`src/design/gpe_pkg.sv`:
```
`default_nettype none
package gpe_pkg;

  localparam int SLICE_BITS = 8;
  localparam int COLOR_W = 16;
  localparam int COL_W = 9;

  localparam logic [1:0] CFG_FG_COLOR = 2'd0;
  localparam logic [1:0] CFG_BG_COLOR = 2'd1;
  localparam logic [1:0] CFG_TRANSPARENT = 2'd2;

  localparam logic [15:0] CMD_ROW_ADDR = 16'h004F;
  localparam logic [15:0] CMD_COL_ADDR = 16'h004E;
  localparam logic [15:0] CMD_RAM_WRITE = 16'h0022;

  typedef struct packed {
    logic [7:0] x_start;
    logic [8:0] y_row;
    logic [SLICE_BITS-1:0] row_bits;
    logic continue_row;
  } in_item_t;

  typedef struct packed {
    logic is_data;
    logic [15:0] bus_word;
    logic last;
  } out_item_t;

  typedef struct packed {
    logic [COLOR_W-1:0] fg_color;
    logic [COLOR_W-1:0] bg_color;
    logic transparent_mode;
  } cfg_t;

  typedef enum logic [1:0] {
    B_START,
    B_ADDR,
    B_PIXEL
  } back_state_t;

  typedef enum logic [2:0] {
    AS_ROW_CMD,
    AS_ROW_DATA,
    AS_COL_CMD,
    AS_COL_DATA,
    AS_WRITE_CMD
  } addr_step_t;

endpackage
`default_nettype wire

```
`src/design/gpe_front.sv`:
```
`default_nettype none
module gpe_front
  import gpe_pkg::*;
(
  input  wire logic     clk,
  input  wire logic     rst,
  input  wire logic     push,
  output logic          full,
  input  wire in_item_t request,
  output logic          head_valid,
  output in_item_t      head,
  input  wire logic     head_pop
);

  in_item_t   slots [2];
  logic       wr_ptr;
  logic       rd_ptr;
  logic [1:0] count;
  logic       do_push;
  logic       do_pop;

  assign full = (count == 2'd2);
  assign head_valid = (count != 2'd0);
  assign head = slots[rd_ptr];
  assign do_push = push && !full;
  assign do_pop = head_pop && head_valid;

  always_ff @(posedge clk) begin
    if (do_push) begin
      slots[wr_ptr] <= request;
    end
  end

  always_ff @(posedge clk) begin
    if (rst) begin
      wr_ptr <= 1'b0;
      rd_ptr <= 1'b0;
      count <= 2'd0;
    end else begin
      if (do_push) begin
        wr_ptr <= !wr_ptr;
      end
      if (do_pop) begin
        rd_ptr <= !rd_ptr;
      end
      if (do_push && !do_pop) begin
        count <= count + 2'd1;
      end else if (do_pop && !do_push) begin
        count <= count - 2'd1;
      end
    end
  end

endmodule
`default_nettype wire

```
`src/design/gpe_back.sv`:
```
`default_nettype none
module gpe_back
  import gpe_pkg::*;
(
  input  wire logic     clk,
  input  wire logic     rst,
  input  wire cfg_t     cfg,
  input  wire logic     head_valid,
  input  wire in_item_t head,
  output logic          head_pop,
  input  wire logic     word_ready,
  output logic          word_valid,
  output out_item_t     word
);

  back_state_t state;
  back_state_t state_next;
  addr_step_t  step;
  addr_step_t  step_next;
  logic [2:0]  pix;
  logic [2:0]  pix_next;
  logic        readdr;
  logic        readdr_next;

  logic             addr_mode;
  addr_step_t       cur_step;
  logic [2:0]       cur_pix;
  logic             cur_readdr;
  logic             bit_set;
  logic [COL_W-1:0] col;
  logic             emit;

  assign emit = head_valid && word_ready;
  assign word_valid = head_valid;
  assign head_pop = emit && word.last;

  always_ff @(posedge clk) begin
    if (rst) begin
      state <= B_START;
      step <= AS_ROW_CMD;
      pix <= 3'd0;
      readdr <= 1'b0;
    end else if (emit) begin
      state <= state_next;
      step <= step_next;
      pix <= pix_next;
      readdr <= readdr_next;
    end
  end

  always_comb begin
    addr_mode = (state == B_START) ? !head.continue_row : (state == B_ADDR);
    cur_step = (state == B_START) ? AS_ROW_CMD : step;
    cur_pix = (state == B_START) ? 3'd0 : pix;
    cur_readdr = (state == B_ADDR) && readdr;
    bit_set = head.row_bits[3'd7 - cur_pix];
    col = cur_readdr ? ({1'b0, head.x_start} + {6'd0, cur_pix} + 9'd1)
                     : {1'b0, head.x_start};

    word = '0;
    state_next = state;
    step_next = cur_step;
    pix_next = cur_pix;
    readdr_next = cur_readdr;

    if (addr_mode) begin
      state_next = B_ADDR;
      case (cur_step)
        AS_ROW_CMD: begin
          word.bus_word = CMD_ROW_ADDR;
          step_next = AS_ROW_DATA;
        end
        AS_ROW_DATA: begin
          word.is_data = 1'b1;
          word.bus_word = {7'd0, head.y_row};
          step_next = AS_COL_CMD;
        end
        AS_COL_CMD: begin
          word.bus_word = CMD_COL_ADDR;
          step_next = AS_COL_DATA;
        end
        AS_COL_DATA: begin
          word.is_data = 1'b1;
          word.bus_word = {7'd0, col};
          step_next = AS_WRITE_CMD;
        end
        AS_WRITE_CMD: begin
          word.bus_word = CMD_RAM_WRITE;
          step_next = AS_ROW_CMD;
          readdr_next = 1'b0;
          if (!cur_readdr) begin
            state_next = B_PIXEL;
            pix_next = 3'd0;
          end else if (cur_pix == 3'd7) begin
            word.last = 1'b1;
            state_next = B_START;
          end else begin
            state_next = B_PIXEL;
            pix_next = cur_pix + 3'd1;
          end
        end
        default: begin
          step_next = AS_ROW_CMD;
        end
      endcase
    end else if (bit_set || !cfg.transparent_mode) begin
      word.is_data = 1'b1;
      word.bus_word = bit_set ? cfg.fg_color : cfg.bg_color;
      if (cur_pix == 3'd7) begin
        word.last = 1'b1;
        state_next = B_START;
      end else begin
        state_next = B_PIXEL;
        pix_next = cur_pix + 3'd1;
      end
    end else begin
      word.bus_word = CMD_ROW_ADDR;
      state_next = B_ADDR;
      step_next = AS_ROW_DATA;
      readdr_next = 1'b1;
    end
  end

endmodule
`default_nettype wire

```
`src/design/gpe_out_queue.sv`:
```
`default_nettype none
module gpe_out_queue
  import gpe_pkg::*;
(
  input  wire logic      clk,
  input  wire logic      rst,
  input  wire logic      word_valid,
  input  wire out_item_t word,
  output logic           word_ready,
  output logic           empty,
  input  wire logic      pop,
  output out_item_t      result
);

  out_item_t  slots [2];
  logic       wr_ptr;
  logic       rd_ptr;
  logic [1:0] count;
  logic       do_push;
  logic       do_pop;

  assign word_ready = (count != 2'd2);
  assign empty = (count == 2'd0);
  assign result = slots[rd_ptr];
  assign do_push = word_valid && word_ready;
  assign do_pop = pop && !empty;

  always_ff @(posedge clk) begin
    if (do_push) begin
      slots[wr_ptr] <= word;
    end
  end

  always_ff @(posedge clk) begin
    if (rst) begin
      wr_ptr <= 1'b0;
      rd_ptr <= 1'b0;
      count <= 2'd0;
    end else begin
      if (do_push) begin
        wr_ptr <= !wr_ptr;
      end
      if (do_pop) begin
        rd_ptr <= !rd_ptr;
      end
      if (do_push && !do_pop) begin
        count <= count + 2'd1;
      end else if (do_pop && !do_push) begin
        count <= count - 2'd1;
      end
    end
  end

endmodule
`default_nettype wire

```
`src/design/glyph_row_pixel_expander_top.sv`:
```
`default_nettype none
// A slice request produces 8 to 45 bus words, one per cycle while the result
// queue has room, and occupies the sequencer until its last word is emitted.
// Throughput is limited by the sequencer and by room in the result queue.
// Two-entry queues sit on the request side and on the result side.
// Synchronous reset empties both queues, restarts the sequencer and clears the
// color and mode registers to zero.
module glyph_row_pixel_expander_top
  import gpe_pkg::*;
(
  input  wire logic         clk,
  input  wire logic         rst,
  input  wire logic         push,
  output logic              full,
  input  wire in_item_t     request,
  output logic              empty,
  input  wire logic         pop,
  output out_item_t         result,
  input  wire logic         cfg_we,
  input  wire logic [1:0]   cfg_index,
  input  wire logic [15:0]  cfg_data
);

  cfg_t      cfg;
  logic      head_valid;
  in_item_t  head;
  logic      head_pop;
  logic      word_valid;
  logic      word_ready;
  out_item_t word;

  always_ff @(posedge clk) begin
    if (rst) begin
      cfg <= '0;
    end else if (cfg_we) begin
      case (cfg_index)
        CFG_FG_COLOR: cfg.fg_color <= cfg_data;
        CFG_BG_COLOR: cfg.bg_color <= cfg_data;
        CFG_TRANSPARENT: cfg.transparent_mode <= cfg_data[0];
        default: begin
        end
      endcase
    end
  end

  gpe_front u_front (
    .clk        (clk),
    .rst        (rst),
    .push       (push),
    .full       (full),
    .request    (request),
    .head_valid (head_valid),
    .head       (head),
    .head_pop   (head_pop)
  );

  gpe_back u_back (
    .clk        (clk),
    .rst        (rst),
    .cfg        (cfg),
    .head_valid (head_valid),
    .head       (head),
    .head_pop   (head_pop),
    .word_ready (word_ready),
    .word_valid (word_valid),
    .word       (word)
  );

  gpe_out_queue u_out_queue (
    .clk        (clk),
    .rst        (rst),
    .word_valid (word_valid),
    .word       (word),
    .word_ready (word_ready),
    .empty      (empty),
    .pop        (pop),
    .result     (result)
  );

endmodule
`default_nettype wire

```
`config.mk`:
```
export PLATFORM = sky130hd
export DESIGN_NAME = glyph_row_pixel_expander_top
export DESIGN_NICKNAME = d
export VERILOG_FILES = /design/src/design/gpe_pkg.sv /design/src/design/gpe_front.sv /design/src/design/gpe_back.sv /design/src/design/gpe_out_queue.sv /design/src/design/glyph_row_pixel_expander_top.sv
export SDC_FILE = /design/constraint.sdc
export NUM_CORES = 1
export LEC_CHECK = 0
export ABC_CLOCK_PERIOD_IN_PS = 9300
export BUFFER_PORTS_ARGS = -buffer_cell sky130_fd_sc_hd__buf_2
export CORE_UTILIZATION = 27
export DETAILED_ROUTE_END_ITERATION = 16
export PLACE_DENSITY = 0.47
export SLEW_MARGIN = 20
export SYNTH_ARGS = -nofsm -noshare
export SYNTH_HDL_FRONTEND = slang
export SYNTH_HIERARCHICAL = 1
export SYNTH_SLANG_ARGS = --single-unit
export TNS_END_PERCENT = 10
```
`constraint.sdc`:
```
create_clock -name clk -period 9.3 [get_ports clk]
set_input_delay 0.93 -clock clk [delete_from_list [all_inputs] [get_ports clk]]
set_output_delay 0.93 -clock clk [all_outputs]
set_load 0.005 [all_outputs]
```
==> results of run 1 <==
==> logic make-up after synthesis <==
| kind of cell | after synthesis | synth area share |
|---|---|---|
| fa+ha+maj | 5 | 0.00963 |
| mux | 96 | 0.159 |
| compound gates | 71 | 0.0765 |
| simple gates | 158 | 0.135 |
| buf+inv | 41 | 0.0362 |
| flops | 140 | 0.567 |
| xor+xnor | 13 | 0.0175 |
==> flip-flops by register name, summed over array words and instances, names as in the netlist, named ones only <==
signal / flops
u_back/readdr: 1
u_out_queue/wr_ptr: 1
u_front/count: 2
u_out_queue/count: 2
u_front/rd_ptr: 1
u_out_queue/rd_ptr: 1
u_front/wr_ptr: 1
u_back/state: 2
u_front/slots: 52
u_out_queue/slots: 36
u_back/step: 3
cfg: 33
u_back/pix: 3
==> report_power, final <==
group          total [mW]  internal (mW)  leakage (nW)  switching (mW)
Sequential          0.792          0.744          1.25          0.0475
Clock               0.599          0.338         0.235           0.262
Combinational       0.340          0.149          1.27           0.191
Total                1.73           1.23          2.75           0.500
==> cell usage after synthesis, types with 5 or more instances <==
master | instances | area [µm²]
xnor2_1 | 6 | 52.6
dfxtp_1 | 52 | 1040
nand2b_1 | 57 | 357
nand3_1 | 5 | 25.0
buf_4 | 5 | 37.5
xor2_1 | 7 | 61.3
edfxtp_1 | 88 | 2640
buf_2 | 7 | 35.0
inv_1 | 9 | 33.8
nand2_1 | 19 | 71.3
nor2_1 | 36 | 135
buf_6 | 5 | 56.3
mux2_2 | 45 | 507
o21ai_0 | 13 | 65.1
clkbuf_1 | 14 | 52.6
mux2i_1 | 50 | 500
ha_1 | 5 | 62.6
o21ai_1 | 5 | 25.0
a21oi_1 | 20 | 100
nor2b_1 | 10 | 62.6
==> routing by layer <==
metal	share of wire	wire length, µm	vias to the layer above	track usage
met2	0.47	6680	96	0.194
met5	0	0	-	0
li1	-	-	2013	-
met1	0.46	6670	1999	0.157
met3	0.048	688	23	0.0319
met4	0.023	325	0	0.0559
==> worst register-to-register path, stage by stage, from the launching register on <==
cell and delay, ns:
dfxtp_2 0.70, mux2_2 0.41, mux4_2 0.50, a21oi_2 0.22, a21boi_2 0.14, a21oi_1 0.24
nor3_1 0.08, o21ai_0 0.15, ha_1 0.33, or3_1 0.36, a21oi_1 0.14
==> final timing paths <==
| kind | slack [ns] | to | depth (start not counted) |
|---|---|---|---|
| max | 5.95 | u_front/count[1] | 10 |
| min | 0.47 | cfg[9] | 2 |
| max reg2reg | 5.95 | u_front/count[1] | 10 |
| min reg2reg | 0.47 | cfg[9] | 2 |
==> through the flow <==
step,setup slack (ns),util
4_1_cts,5.54,0.322
3_5_place_dp,5.47,0.300
3_3_place_gp,5.62,0.300
6_report,5.95,0.322
5_1_grt,5.70,0.322
2_1_floorplan,6.33,-
==> final cells by class <==
type	count	area [µm²]	share of cell area
sequential	140	3680	0.485
multi-input combinational	343	2590	0.341
clock buffer	17	425	0.0561
tap	319	399	0.0526
timing repair buffer	70	355	0.0468
clock inverter	15	103	0.0135
inverter	9	33.8	0.00445
==> flow_summary.json, run 1 <==
{
  "status": "finished, final reports clean",
  "first_global_vias": 4309,
  "maxCapViolations": 0,
  "cts_setup_buffers": 0,
  "critPathLaunchType": "flip-flop",
  "tightest_slew_ns": 0.968,
  "critical_path_required_ns": 9.65,
  "cts-root-buf": "clkbuf_16",
  "p_leak_nw": 2.75,
  "postLayoutCellArea_mm2": 0.00759,
  "routed_wl_um": 14400,
  "cts-hold-fix-buffers": 0,
  "slew_headroom": 0.351,
  "synth_ff_type": "edfxtp_1",
  "clkTransAtPathRegs_ns": 0.06,
  "first_iter_violations": 255,
  "netlist_instances": 524,
  "final_hold_viol_count": 0,
  "yosysUniqueCellTypes": 62,
  "hold_path_class": "reg2reg",
  "grt_use_total": 0.123,
  "final_antenna_net_count": 0,
  "clock_latency_ns": 0.42,
  "skew_ns": 0.00678,
  "critPathCaptureType": "flip-flop",
  "total_power_mw": 1.73,
  "most-common-layout-cells": "88 x edfxtp_1, 68 x buf_2, 57 x nand2b_1, 51 x dfxtp_1, 50 x mux2i_1",
  "power.density_mw_per_mm2": 228,
  "synthesis.nets": 578,
  "slowest_stage": "dfxtp_2",
  "finalMaxSlewViolations": 0,
  "die_h_um": 157,
  "drc": 0,
  "viasPerCell": 4.52,
  "crit_path_frequent_cell": "a21oi_1",
  "min_period_ns": 3.35,
  "wire_per_inst_um": 15.7,
  "cp_cell_sequence": "mux2_2 -> mux4_2 -> a21oi_2 -> a21boi_2 -> a21oi_1 -> nor3_1 -> o21ai_0 -> ha_1 -> or3_1 -> a21oi_1",
  "ys_ff_latch": 140,
  "synth-seq-area-share": 0.567,
  "rsz0062_at_grt": "false",
  "worstPathMaxFanout": 26,
  "dpl_cell_area_mm2": 0.00705,
  "vias": 4131,
  "dp_cells": 881,
  "gr-total-overflow": 0,
  "path_buf_inv": 0,
  "fin_cells": 913,
  "syn_area_per_cell_um2": 12.4,
  "hp-start": "cfg[9]",
  "cts_buffers": 17,
  "num_io_pins": 69,
  "die_area_mm2": 0.0247,
  "timing.final.crit_share": 0.360,
  "core-area_mm2": 0.0235,
  "gp_congestion": 0.808,
  "dr.pass1.iters": 5,
  "arrival_ns": 3.69,
  "path_delay_family": "multiplexers",
  "diodes": 0,
  "final_common_cell": "edfxtp_1",
  "crit_type": "reg2reg",
  "antenna_found_initial": 0,
  "layout-drive-gt1-share": 0.273,
  "cts-htree-levels": 4,
  "ir_worst_vdd_v": 0.000131,
  "slowest_delay_ns": 0.70,
  "fillers": 2408,
  "initial_core_util": 0.276,
  "whs_ns": 0.472,
  "cts_resized": 0,
  "fin_setup_tns_ns": 0,
  "async_flop_share": 0,
  "cts_sinks": 140,
  "cts_tree": "yes",
  "nets": 635,
  "syn_area_mm2": 0.00650,
  "ys_warn_count": 6,
  "synth-edff-count": 88,
  "final-setup-viol-count": 0,
  "fp.dieW_um": 157,
  "clockBufferDepth": 2,
  "grt_max_degree": 72,
  "syn2layout_area_growth_pct": 16.8,
  "row_count": 56,
  "dp_hpwl_um": 10100,
  "max_freq_ghz": 0.299,
  "io_buffers": 68,
  "grt_pass1_wl_um": 22900
}
Note: power is estimated with default switching activity, not from simulation.
==> run 2, diff against run 1 <==
--- a/config.mk
+++ b/config.mk
@@ -5,11 +5,11 @@
 export SDC_FILE = /design/constraint.sdc
 export NUM_CORES = 1
 export LEC_CHECK = 0
-export ABC_CLOCK_PERIOD_IN_PS = 9300
+export ABC_CLOCK_PERIOD_IN_PS = 2900
 export BUFFER_PORTS_ARGS = -buffer_cell sky130_fd_sc_hd__buf_2
 export CORE_UTILIZATION = 27
 export DETAILED_ROUTE_END_ITERATION = 16
-export PLACE_DENSITY = 0.47
+export PLACE_DENSITY = 0.48
 export SLEW_MARGIN = 20
 export SYNTH_ARGS = -nofsm -noshare
 export SYNTH_HDL_FRONTEND = slang
==> constraint.sdc (replaced) <==
create_clock -name clk -period 2.9 [get_ports clk]
set_input_delay 0.29 -clock clk [delete_from_list [all_inputs] [get_ports clk]]
set_output_delay 0.29 -clock clk [all_outputs]
set_load 0.005 [all_outputs]
==> flow_summary.json, run 2 (same netlist as run 1, synthesis figures left out) <==
{
  "cts_tree": "yes",
  "switchingPower_mw": 1.64,
  "power.share.clock": 0.372,
  "most-common-layout-cells": "88 x edfxtp_1, 68 x buf_2, 57 x nand2b_1, 50 x mux2i_1, 50 x dfxtp_1",
  "critical_path_required_ns": 3.24,
  "p_int_mw": 4.27,
  "gr-total-overflow": 0,
  "crit_type": "reg2reg",
  "r2r_cells": 10,
  "skew_ns": 0.0115,
  "row_count": 56,
  "timing.final.crit_share": 0.936,
  "die_area_mm2": 0.0247,
  "gp_congestion": 0.826,
  "antenna_found_initial": 0,
  "min_to": "u_front/slots[0][1]",
  "cts_buffers": 17,
  "hold_path_class": "in2reg",
  "cts-root-buf": "clkbuf_16",
  "first_global_vias": 4428,
  "fp.dieW_um": 157,
  "place_ws_ns": -0.0345,
  "die_h_um": 157,
  "dpl_cell_area_mm2": 0.00723,
  "largest_reg_flops": 52,
  "cts-htree-levels": 4,
  "p_sw_frac": 0.277,
  "dp_cells": 902,
  "vias": 4237,
  "critPathLaunchType": "flip-flop",
  "cts_sinks": 140,
  "io_buffers": 68,
  "combPwrFrac": 0.201,
  "status": "finished, final reports clean",
  "num_io_pins": 69,
  "ir_worst_vdd_v": 0.000288,
  "fin_util": 0.333,
  "power.density_mw_per_mm2": 753,
  "viasPerCell": 4.53,
  "top_register": "u_front/slots",
  "min_period_ns": 2.71,
  "whs_ns": 0.0540,
  "first_iter_violations": 210,
  "r2r-end": "u_front/count[1]",
  "syn2layout_area_growth_pct": 20.8,
  "core-area_mm2": 0.0235,
  "seqPwrFrac": 0.427,
  "fin_cells": 935,
  "clockBufferDepth": 2,
  "layout-drive-gt1-share": 0.300,
  "grt_max_degree": 50,
  "grt_pass1_wl_um": 23200,
  "worstPathMaxFanout": 8,
  "diodes": 0,
  "clkTransAtPathRegs_ns": 0.06,
  "wire_per_inst_um": 15.6,
  "largest_registers": "u_front/slots (52), u_out_queue/slots (36), cfg (33)",
  "critPathCaptureType": "flip-flop",
  "rsz0062_at_grt": "false",
  "dr.pass1.iters": 5,
  "maxCapViolations": 0,
  "hp-start": "request[1]",
  "drc": 0,
  "worst_slack_ns": 0.187,
  "clock_latency_ns": 0.42,
  "dp_hpwl_um": 10500,
  "routed_wl_um": 14500,
  "initial_core_util": 0.276,
  "finalMaxSlewViolations": 0,
  "postLayoutCellArea_mm2": 0.00785,
  "final_common_cell": "edfxtp_1",
  "tightest_slew_ns": 0.888,
  "whs_path_depth": 1,
  "cts-hold-fix-buffers": 0,
  "nets": 657,
  "final_hold_viol_count": 0,
  "p_leak_nw": 2.92,
  "slew_headroom": 0.408,
  "max_freq_ghz": 0.369,
  "rrSetupSlack_ns": 0.19,
  "final_antenna_net_count": 0,
  "grt_use_total": 0.126,
  "final-setup-viol-count": 0,
  "arrival_ns": 3.05
}
[run 2: layout make-up]
type / count / area (µm²)
flip-flops and latches: 140 / 3690
repair buffers: 92 / 533
fillers: 2396 / 15700
clock inverters: 14 / 169
clock buffers: 18 / 429
inverters: 9 / 33.8
multi-input cells: 343 / 2590
well taps: 319 / 399
[run 2: per-stage QoR]
step | power (mW) | TNS, ns
after floorplan | 3.35 | 0
after global placement | 3.73 | 0
after detailed placement | 3.76 | -0.0345
after CTS | 5.98 | 0
after global routing | 6.21 | 0
final | 5.91 | 0
[run 2: critical path, cell delays in order (launching register included)]
cell and delay [ns]:
dfxtp_4 0.40, mux2_2 0.34, mux4_2 0.50, a21oi_2 0.19, a21boi_2 0.09, a21oi_2 0.13, nor3_1 0.07, o21ai_1 0.10
ha_1 0.28, or3_1 0.35, a21oi_1 0.17
[run 2: timing repair]
item,CTS,global route
gates resized for setup,1,5
endpoints found under the hold margin,0,0
setup buffers,0,1
endpoints found under the setup margin,3,3
cloned,0,0
[run 2: how the worst max path moves through the flow]
stage          startpoint                       to
6_report        flip-flop         u_front/count[1]
2_1_floorplan   flip-flop         u_front/count[1]
5_1_grt         flip-flop  u_out_queue/slots[0][7]
3_3_place_gp    flip-flop         u_front/count[1]
3_5_place_dp    flip-flop         u_front/count[1]
4_1_cts         flip-flop         u_front/count[1]
[run 2: power groups by stage]
stage               clock (mW)  combinational, mW  sequential [mW]
floorplan                    0              0.874             2.48
finish                    2.20               1.19             2.52
CTS                       2.25               1.20             2.53
detailed placement           0               1.20             2.57
global route              2.34               1.32             2.55
global placement             0               1.18             2.56
[run 2: routing by layer]
metal	track usage	part of all wire	up-vias
li1	-	-	2060
met1	0.157	0.46	2076
met2	0.208	0.49	84
met3	0.0278	0.040	17
met4	0.0555	0.014	0
met5	0	0	-
